==> config.mk <==
export PLATFORM = sky130hd
export DESIGN_NAME = mbcr_ram
export DESIGN_NICKNAME = d
export VERILOG_FILES = /design/src/design/max_balanced_checkerboard_rectangle_defines.svh /design/src/design/mbcr_ram.sv
export SDC_FILE = /design/constraint.sdc
export NUM_CORES = 1
export LEC_CHECK = 0
export ABC_AREA = 0
export BUFFER_PORTS_ARGS = -buffer_cell sky130_fd_sc_hd__buf_2
export CORE_MARGIN = 10
export CORE_UTILIZATION = 53
export DETAILED_ROUTE_END_ITERATION = 7
export PLACE_DENSITY = 0.8
export SLEW_MARGIN = 20
export SYNTH_ARGS = -nofsm -noshare
export SYNTH_HDL_FRONTEND = slang
export SYNTH_SLANG_ARGS = --single-unit
==> constraint.sdc <==
create_clock -name clk -period 1.4 [get_ports clk]
set_input_delay 0.21 -clock clk [delete_from_list [all_inputs] [get_ports clk]]
set_output_delay 0.21 -clock clk [all_outputs]
set_load 0.005 [all_outputs]
==> src/design/max_balanced_checkerboard_rectangle_defines.svh <==
// Assertion helpers used by the main design file.
`ifndef MAX_BALANCED_CHECKERBOARD_RECTANGLE_DEFINES_SVH
`define MAX_BALANCED_CHECKERBOARD_RECTANGLE_DEFINES_SVH

// Check a condition at every clock edge outside reset.
`define MBCR_ASSERT_HOLDS(label, clk, rst_n, cond, msg) \
    label: assert property (@(posedge clk) disable iff (!rst_n) (cond)) \
        else $error(msg);

// Check that an antecedent implies a consequent in the same cycle.
`define MBCR_ASSERT_IMPLIES(label, clk, rst_n, ante, cons, msg) \
    label: assert property (@(posedge clk) disable iff (!rst_n) (ante) |-> (cons)) \
        else $error(msg);

// Check that an antecedent implies a consequent in the next cycle.
`define MBCR_ASSERT_NEXT(label, clk, rst_n, ante, cons, msg) \
    label: assert property (@(posedge clk) disable iff (!rst_n) (ante) |=> (cons)) \
        else $error(msg);

`endif

==> src/design/mbcr_ram.sv <==
module mbcr_ram #(
    parameter int WIDTH = 8,
    parameter int DEPTH = 2,
    localparam int ADDR_W = (DEPTH > 1) ? $clog2(DEPTH) : 1
) (
    input  logic              clk,
    input  logic              wr_en,
    input  logic [ADDR_W-1:0] wr_addr,
    input  logic [WIDTH-1:0]  wr_data,
    input  logic [ADDR_W-1:0] rd_addr_a,
    input  logic [ADDR_W-1:0] rd_addr_b,
    output logic [WIDTH-1:0]  rd_data_a,
    output logic [WIDTH-1:0]  rd_data_b
);

    logic [WIDTH-1:0] mem [DEPTH];

    always_ff @(posedge clk) begin
        if (wr_en) begin
            mem[wr_addr] <= wr_data;
        end
    end

    // Registered read on both ports
    always_ff @(posedge clk) begin
        rd_data_a <= mem[rd_addr_a];
        rd_data_b <= mem[rd_addr_b];
    end

endmodule
* Yosys cells after proc, flatten, opt, wreduce, memory -nomap -nowiden
Memories as Yosys holds them, arrays and structs flattened. A register that Yosys moved wholly into a read port is not among the register bits.
Cells that the tools add are included.
** Cells by class
- Multiplexer cells :: 2
** Operator list (count)
- two-way mux 1 bit :: 2
** Storage, ports and cells
- Flip-flop bits (word level) :: 0
- RAM bits :: 16
- Input bits :: 13
- Output and inout bits :: 16
- Word-level logic and storage cells :: 3
- Memories kept :: 1
** Memory list
- mem :: words 2, width 8, rd ports 2, clocked after Yosys merged registers in 2, write ports 1, line mbcr_ram.sv:16 : logic [WIDTH-1:0] mem [DEPTH];

* Depth between registers and ports, before layout
- Word-level depth :: 2
- Depth in mapped cells :: 2
- Gate-level depth less buffers :: 1

* Worst setup path after synthesis
No wires, ideal clock.
- Kind :: input to register
- From :: input port wr_en
- To :: memory mem[0][0] (enable)
- Library setup time :: 0.373 ns
- Arrival time :: 0.630 ns
- Required time :: 1.027 ns
- Slack :: 0.397 ns
- Stages :: 1
- Buffers on the path :: 0
- Path through :: nor2b_1
** Between the ends
- Cells in the longest elaborated chain, start to end :: 2
** Ends and longest elaborated chain
- from (decl) :: line mbcr_ram.sv:7 : input logic wr_en,
- two-way mux 1 bit :: line mbcr_ram.sv:19 : if (wr_en) begin
- two-way mux 1 bit (implied by the code) :: line mbcr_ram.sv:20 : mem[wr_addr] <= wr_data;
- to (decl) :: line mbcr_ram.sv:16
No other way between the ends.

* Worst setup path after layout
- From :: register rd_data_a[7] (read register of mem)
- To :: output port rd_data_a[7]
** RTL lines
- from (decl) :: line mbcr_ram.sv:12 : output logic [WIDTH-1:0] rd_data_a,
No word-level cell between the ends.

==> results by group <==
Setup path
  – R2R setup slack: 0.60 ns
  – Crit path cell chain: buf_2
  – CP Capture Point: rd_data_a[7]
  – Required time of the critical path: 1.19 ns
  – Crit path max-delay family: flip-flops
  – Crit path launch: rd_data_a[7]$_DFF_P_
  – RR Startpoint: mem[1][0]$_DFFE_PP_
  – CP endpoint kind: output pin
  – CP Launch Type: register
  – Critical Path Slowest Stage Cell: dfxtp_1
  – Buf+Inv Stages, Crit Path: 1
  – Critical path depth in cells: 1
  – Critical path type: register to output pin
  – CP peak stage delay: 0.31 ns
  – Reg-to-reg endpoint: rd_data_a[0]$_DFF_P_
  – Worst Reg-to-Reg Cells: 1
  – Critical Path AT: 0.73 ns
  – Critical path peak fanout: 1

Power
  – Power per cell area: 1430 nW/µm²
  – VDD IR max: 1.052 mV
  – Pwr Total: 1.873 mW
  – Leak Pwr: 0.5770 nW

Global route
  – Total GRT Usage: 0.07703
  – Met1 usage: 0.06823
  – GR Util met2: 0.1145
  – Grt ovf: 0
  – Global-route wire length before repair: 2.449 mm
  – Vias in the first global route: 564
  – M3 GR Usage: 0.06357
  – Busiest grt layer: met2
  – Antenna violations before repair: 0
  – Pin count of the biggest net entering global routing: 11

STA
  – Minimum clock period: 0.9407 ns
  – Final Skew: 0.003354 ns
  – Final hold violations: 0
  – Worst Tran Pin Value: 0.3501 ns
  – Final Slew Violations: 0
  – RSZ-0062 raised after global routing: no
  – Rel. slew slack: 0.7666
  – Fin crit share: 0.6719
  – Setup TNS: 0 ns
  – Max Clock Freq: 1.063 GHz
  – Final setup violation count: 0

Logic synthesis
  – Ranking of synthesized cells by area: edfxtp_1 (45%), dfxtp_1 (30%), mux2_4 (22%)
  – Syn_nets: 65
  – Register area share after synthesis: 0.7442
  – Compound-Gate Fraction of Synth Area: 0
  – Adder-cell share of the synthesized area: 0
  – Xor-xnor portion of the synthesized cell area: 0
  – Mapped Avg Cell Area: 20.69 µm²
  – Syn Inst Count: 52
  – Warnings from Yosys: 0
  – Synth top area share: 0.4465
  – Post-synthesis simple-gate area fraction: 0.01163
  – Cell taking the most area after synthesis: edfxtp_1
  – Netlist cell types: 6
  – Post-synthesis mux area share: 0.2233
  – Netlist Area Pre-Place: 1076 µm²
  – Largest family of logic cells by synthesized area: multiplexers
  – Yosys reg bits: 32

Place
  – GP Congestion: 0.6695
  – # port buffers: 28
  – Post-DP Area: 1235 µm²

Route
  – Via count: 515
  – WL final: 1.525 mm
  – Initial DRC Count: 7
  – ANT nets after route: 0
  – DR pass1 iterations: 2
  – Residual DRC: 0
  – Routed len/inst: 13.38 µm
  – Vias/cell: 4.518

Clock network
  – Maximum clock insertion buffer count: 2
  – CTS Root Cell: clkbuf_4
  – # H-tree levels: 2
  – CTS tree: built
  – CTS Sinks: 32
  – Clk_lat worst skew: 0.31 ns
  – Setup Fix Bufs, Post-CTS: 0
  – Post-cts sizing count: 0
  – Clock buffer count from CTS: 5
  – Hold-fix buffers, CTS: 0
  – CTS clk-pin slew, worst paths: 0.09 ns

Finish
  – Nets: 99
  – Multi-input gate area: 252.7 µm²
  – Sequential cell area: 800.8 µm²
  – Design Area, Final: 1310 µm²
  – Fillers: 155
  – Area growth from synthesis to layout: 21.74%
  – Antenna Diode Count: 0
  – Util after Layout: 0.6746
  – Layout cells sized above 1: 0.5862

Die
  – Chip height: 65.06 µm
  – Placeable Area: 1942 µm²
  – Cell row count: 16
  – Starting Density: 0.5541
  – Die Area: 4233 µm²
  – Die X-Extent: 65.06 µm
  – I/O pins: 29

Run
  – Max Cap Viol: 0

Run status
  – Status: finished, final reports clean

Hold path
  – Worst Hold Class: primary input to register
-- how the worst min path moves through the flow --
stage	slack (ns)	end	cells after the start	startpoint
floorplan	0.31	mem[0][0]$_DFFE_PP_	0	wr_data[0]
global placement	0.40	mem[0][4]$_DFFE_PP_	1	wr_data[4]
detailed placement	0.40	mem[0][6]$_DFFE_PP_	1	wr_data[6]
CTS	0.07	mem[1][7]$_DFFE_PP_	1	wr_data[7]
global route	0.06	mem[1][5]$_DFFE_PP_	1	wr_data[5]
finish	0.09	mem[1][4]$_DFFE_PP_	1	wr_data[4]
-- per-layer routing --
layer	wire, µm	share of wire
met1	566	0.37
met2	691	0.45
met3	245	0.16
met4	21	0.014
met5	0	0
-- per-stage QoR --
stage	setup slack, ns	instances	hold WS [ns]
floorplan	0.3966	52	0.3089
global placement	0.4535	106	0.3998
detailed placement	0.4149	106	0.4022
CTS	0.4376	114	0.07260
global route	0.3998	114	0.06294
finish	0.4593	114	0.08552
-- cell usage after synthesis --
cell,instances
nor2b_1,1
edfxtp_1,16
and2_1,1
dfxtp_1,16
buf_6,2
mux2_4,16
-- cell type report --
type / count / area share
clock inverter: 3 / 0.02865
tap: 27 / 0.02579
clock buffer: 5 / 0.02865
sequential: 32 / 0.6113
timing repair buffer: 29 / 0.1127
multi-input combinational: 18 / 0.1929
-- cells in the final DEF (no fill, tap or decap), drive strengths merged --
master and n:
and2 1, clkinv 2, edfxtp 16, nor2b 1, bufinv 1, dfxtp 16, mux2 16, clkbuf 5
buf 29
-- cells by family (layout without fill, tap and decap cells) --
group	Yosys count	after routing
flops	32	32
mux	16	16
buf+inv	2	37
simple gates	2	2
-- state kept, by name, summed over array words and instances (netlist names) --
name	flops
rd_data_a	8
mem	16
rd_data_b	8
-- report_power, final --
group | switching, mW | leakage [nW] | total, mW | internal (mW)
sequential | 0.0238 | 0.285 | 1.08 | 1.06
clock | 0.262 | 0.0403 | 0.626 | 0.364
combinational | 0.0589 | 0.252 | 0.162 | 0.103
total | 0.345 | 0.577 | 1.87 | 1.53
Note: power is estimated with default switching activity, not from simulation.
